<file path="src/design/rkst_cam.sv">
// ----------------------------------------------------------------------------
// rkst_cam
// key and used-bit array with parallel compare and free-slot search
// ----------------------------------------------------------------------------
`default_nettype none

module rkst_cam #(
    parameter int ENTRIES   = 64,
    parameter int KEY_WIDTH = 32,
    parameter int IW        = $clog2(ENTRIES)
) (
    input  wire logic                 clk,
    input  wire logic                 rst_n,
    input  wire logic [KEY_WIDTH-1:0] lookup_key,
    output logic                      match_ok,
    output logic [IW-1:0]             match_idx,
    output logic                      free_ok,
    output logic [IW-1:0]             free_idx,
    input  wire logic                 wr_en,
    input  wire logic [IW-1:0]        wr_idx,
    input  wire logic                 wr_used,
    input  wire logic [KEY_WIDTH-1:0] wr_key
);

    logic [KEY_WIDTH-1:0] key_reg [ENTRIES];
    logic [ENTRIES-1:0]   used_reg;

    always_ff @(posedge clk or negedge rst_n)
    begin
        if (!rst_n)
        begin
            used_reg <= '0;
        end
        else if (wr_en)
        begin
            used_reg[wr_idx] <= wr_used;
        end
    end

    // keys need no reset, used bits gate them
    always_ff @(posedge clk)
    begin
        if (wr_en && wr_used)
        begin
            key_reg[wr_idx] <= wr_key;
        end
    end

    // lowest matching and lowest free slot
    always_comb
    begin
        match_ok  = 1'b0;
        match_idx = '0;
        free_ok   = 1'b0;
        free_idx  = '0;
        for (int i = ENTRIES - 1; i >= 0; i--)
        begin
            if (used_reg[i] && (key_reg[i] == lookup_key))
            begin
                match_ok  = 1'b1;
                match_idx = IW'(i);
            end
            if (!used_reg[i])
            begin
                free_ok  = 1'b1;
                free_idx = IW'(i);
            end
        end
    end

endmodule

`default_nettype wire

</file>
<file path="config.mk">
export PLATFORM = sky130hd
export DESIGN_NAME = rkst_cam
export DESIGN_NICKNAME = d
export VERILOG_FILES = /design/src/design/rkst_cam.sv
export SDC_FILE = /design/constraint.sdc
export NUM_CORES = 2
export LEC_CHECK = 0
export BUFFER_PORTS_ARGS = -buffer_cell sky130_fd_sc_hd__buf_2
export CORE_ASPECT_RATIO = 1.75
export CORE_MARGIN = 2
export CORE_UTILIZATION = 44
export DETAILED_ROUTE_END_ITERATION = 12
export GPL_ROUTABILITY_DRIVEN = 0
export SLEW_MARGIN = 10
export SYNTH_ARGS = -nofsm -noshare
export SYNTH_HDL_FRONTEND = slang
export SYNTH_SLANG_ARGS = --single-unit
</file>
<file path="constraint.sdc">
create_clock -name clk -period 3.8 [get_ports clk]
set_input_delay 0.57 -clock clk [delete_from_list [all_inputs] [get_ports clk]]
set_output_delay 0.57 -clock clk [all_outputs]
set_load 0.1 [all_outputs]
</file>
==> summary.txt <==
Status
  • Status: finished with violations
  • Failing checks: negative setup slack

Worst setup path
  • CP Launch Point: key_reg[50][25]$_DFFE_PP_
  • Worst Path Required: between 3 and 4 ns
  • CP top delay family: simple AND/OR/NAND/NOR gates
  • Crit path depth: 16
  • Worst Setup Path Type: flop to output pin
  • CP max-delay cell: or4_4
  • Reg2Reg Setup Slack: 2.63 ns
  • Startpoint class of the critical path: flop
  • Crit path buf inv count: 4
  • Largest fanout on the critical path: 3
  • Worst path max stage delay: 0.52 ns
  • Worst flop-to-flop path endpoint: used_reg[8]$_DFFE_PN0P_
  • Worst r2r src: used_reg[8]$_DFFE_PN0P_
  • Crit path to: match_idx[0]
  • Register-to-Register Path Depth: 2
  • CP Cell Sequence: xnor2_2 > nand4_1 > nor4_2 > buf_4 > nand4_1 > or4_4 > buf_4 > nand4_1 > a21oi_1 > o21ai_0 > a311o_1 > a21oi_2 > o2111ai_2 > buf_4 > a21oi_4 > buf_12
  • Worst EP arrival: approximately 4.5 ns
  • Crit path capture type: output pin

Routing
  • Antenna-violating nets left: 0
  • Overall routed net length: 336.2 mm
  • Via density: ~6.0
  • DRC viols: 0
  • Drt pass-1 iters: 6
  • Routed length per placed instance: around 36 um
  • DRT iter0 DRCs: 7183
  • Total number of vias: 55532

Power and ir drop
  • Clock power share: 0.379
  • P_leak: approximately 0.034 uW
  • Comb pwr share: 0.087
  • Power per cell area: 456.8 nW/um2
  • Max VDD drop: between 0.3 and 0.4 mV
  • Sw Ratio: 0.2389
  • Switching power: 11610 uW
  • Flop pwr share: 0.534
  • Cell internal pwr: 37000 uW

Cells and area
  • Final Net Count: 6513
  • Register area: 63100 um2
  • Max reg flops: 2048
  • Layout Area Growth over Synthesis: 18.16%
  • Cell Count, Final, Fillers Out: 9244
  • Share of layout cells above drive strength 1: 0.1962
  • Multi-input logic area: around 26000 um2
  • Fillers: 16714

Place
  • Post-DP HPWL: 217.4 mm
  • Post-place setup slack: -1.644 ns
  • Port Buf Inserts: 87
  • Placed insts: 8898

Synth
  • #FFs+latches synth: approximately 2100
  • Syn_area_per_cell: 15.88 um2
  • Syn Nets: 5747
  • Synth Flop Type: edfxtp_1
  • Synth warnings: 0
  • Top-area cell type share of the netlist area: 0.6827
  • Sequential share of the synthesized area: 0.7005
  • Dominant cells by area after synthesis: edfxtp_1 (68%), xnor2_1 (16%), xor2_1 (4.0%), nand4_1 (3.0%), dfrtp_1 (1.8%)
  • Post-synth EDFFs: 2048
  • Largest area contributor in the netlist: edfxtp_1
  • Mapped cell area: 90080 um2
  • Post-Synthesis Cells: ~5700
  • Asr flop ratio synth: 0.03030
  • Yosys cell types: 61

Timing
  • Min Hold Slack: 0.1336 ns
  • Period utilization: 1.328
  • Final setup violation count: 10
  • Slew HR: 0.2499
  • Fmax: 0.1982 GHz
  • RSZ-0062 raised after global routing: true
  • Hold violation count in the final report: 0
  • Setup TNS: -7.462 ns
  • Setup WS post-layout: -1.245 ns
  • Slew @ Worst Pin: between 1 and 1.5 ns
  • Skew final: 0 ns
  • Fin crit period: 5.045 ns
  • Final slew viol count: 0

Global route
  • GRT Util Overall: 0.3189
  • GRT met3 Usage: 0.04015
  • Largest net degree at the start of global routing: 65
  • GRT busiest layer: met2
  • GRT Residual Overflow: 0
  • Met2 Track Usage GR: 0.5545
  • First-pass GRT wire length: around 450 mm
  • Met1 GRT Util: 0.3771
  • Vias in the first global route: 54441
  • Antenna violations before repair: 26

CTS
  • Clk_lat worst skew: 0.84 ns
  • Root Buffer: clkbuf_16
  • Worst-case clock buffer depth: 4
  • CTS tree: built
  • # H-tree levels: 4
  • Clock Sinks: 2112
  • Worst-path clk slew: 0.06 ns
  • CTS Buf Count: between 150 and 200

Floorplanning
  • Core area: 203300 um2
  • Die Y: 602.6 um
  • Num rows: 219
  • I/O pin count: 88
  • Die Wd: ~350 um
  • Initial Util: 0.4431
  • Total die area: 208500 um2

Flow run
  • Max Cap Viol: 0

Worst hold path
  • Class of the worst hold path: input port to flop
## layout make-up
type,instances,share of cell area
multi-input cells,3261,0.2454
repair buffers,832,0.07568
clock buffers,246,0.04822
diodes,17,0.0003997
inverters,40,0.001411
clock inverters,84,0.004913
well taps,2652,0.03117
flip-flops and latches,2112,0.5928
## how the worst min path moves through the flow
stage                                   from                        end  slack, ns  cells past startpoint
floorplan                              rst_n    used_reg[0]$_DFFE_PN0P_       0.27                      0
global placement    used_reg[58]$_DFFE_PN0P_   used_reg[58]$_DFFE_PN0P_       0.52                      2
detailed placement  used_reg[58]$_DFFE_PN0P_   used_reg[58]$_DFFE_PN0P_       0.54                      2
CTS                                wr_idx[1]   used_reg[39]$_DFFE_PN0P_       0.10                      3
global route                      wr_key[14]  key_reg[20][14]$_DFFE_PP_       0.12                      1
finish                            wr_key[14]  key_reg[29][14]$_DFFE_PP_       0.13                      1
## worst register-to-register path, delay by kind of cell, from the launching register on
family | cells | cell delay, ns
flops | 1 | 0.77
compound gates | 2 | 0.30
## metrics by stage
| stage | cell area, um2 | power, uW | utilization |
|---|---|---|---|
| finish | 106400 | 48620 | 0.5235 |
| global route | 106400 | 49540 | 0.5233 |
| detailed placement | 99810 | 30580 | 0.4909 |
| floorplan | 90720 | 28130 | - |
| global placement | 99810 | 30550 | 0.4909 |
| CTS | 106100 | 48660 | 0.5218 |
## routing by layer
metal / routed length, um / share of wire
met2: 168000 / 0.50
met1: 116600 / 0.35
met3: 27110 / 0.081
met5: 39 / 0.00012
met4: 24400 / 0.073
## power by group through the flow
stage	sequential [uW]	combinational [uW]	clock (uW)
6_report	26000	4230	18400
5_1_grt	26000	4310	19300
4_1_cts	26000	4160	18500
3_5_place_dp	26500	4110	0
3_3_place_gp	26500	4090	0
2_1_floorplan	26300	1820	0
## cells in the final DEF (no fill, tap or decap), drive strengths merged, types with 36 or more instances in the layout
cell    Yosys  layout
buf       224     830
nor4      160     160
nor2       96      96
nor3       37      37
nand3     103     103
clkbuf     36     247
or4        43      43
clkinv      5      82
xnor2    1627    1627
xor2      414     414
dfrtp      64      64
inv        35      36
o21ai     118     118
nand4     427     427
nand2      81      81
edfxtp   2048    2048
## synth_stat cells (12+ instances only)
cell type	n
nor2_1	96
xor2_1	414
o31ai_1	21
xnor2_1	1625
nand2_1	81
dfrtp_1	64
nand3_1	102
and3_1	12
clkbuf_1	36
buf_2	96
a21oi_1	20
buf_6	65
nor3_1	37
buf_4	63
nand4_1	427
o21ai_0	110
nor4_1	159
or4_1	39
inv_1	34
edfxtp_1	2048
## logic make-up (layout without fill, tap and decap cells)
logic type,Yosys count,after routing,synth area share
flip-flops,2112,2112,0.7005
XOR/XNOR,2041,2041,0.1986
buffers and inverters,300,1202,0.02188
AND/OR/NAND/NOR,997,997,0.06345
multiplexers,5,5,0.0006250
AO/OA/AOI/OAI,218,218,0.01495
other,0,17,0
## timing repair
action                     in CTS  in global routing
buffers inserted                1                  3
hold endpoints to repair       64                  0
pin swaps                      51                 41
hold buffers                    1                  0
cloned                          0                  1
setup endpoints to repair      13                 12
resized for setup             119                 60
(Power assumes the default switching activity.)
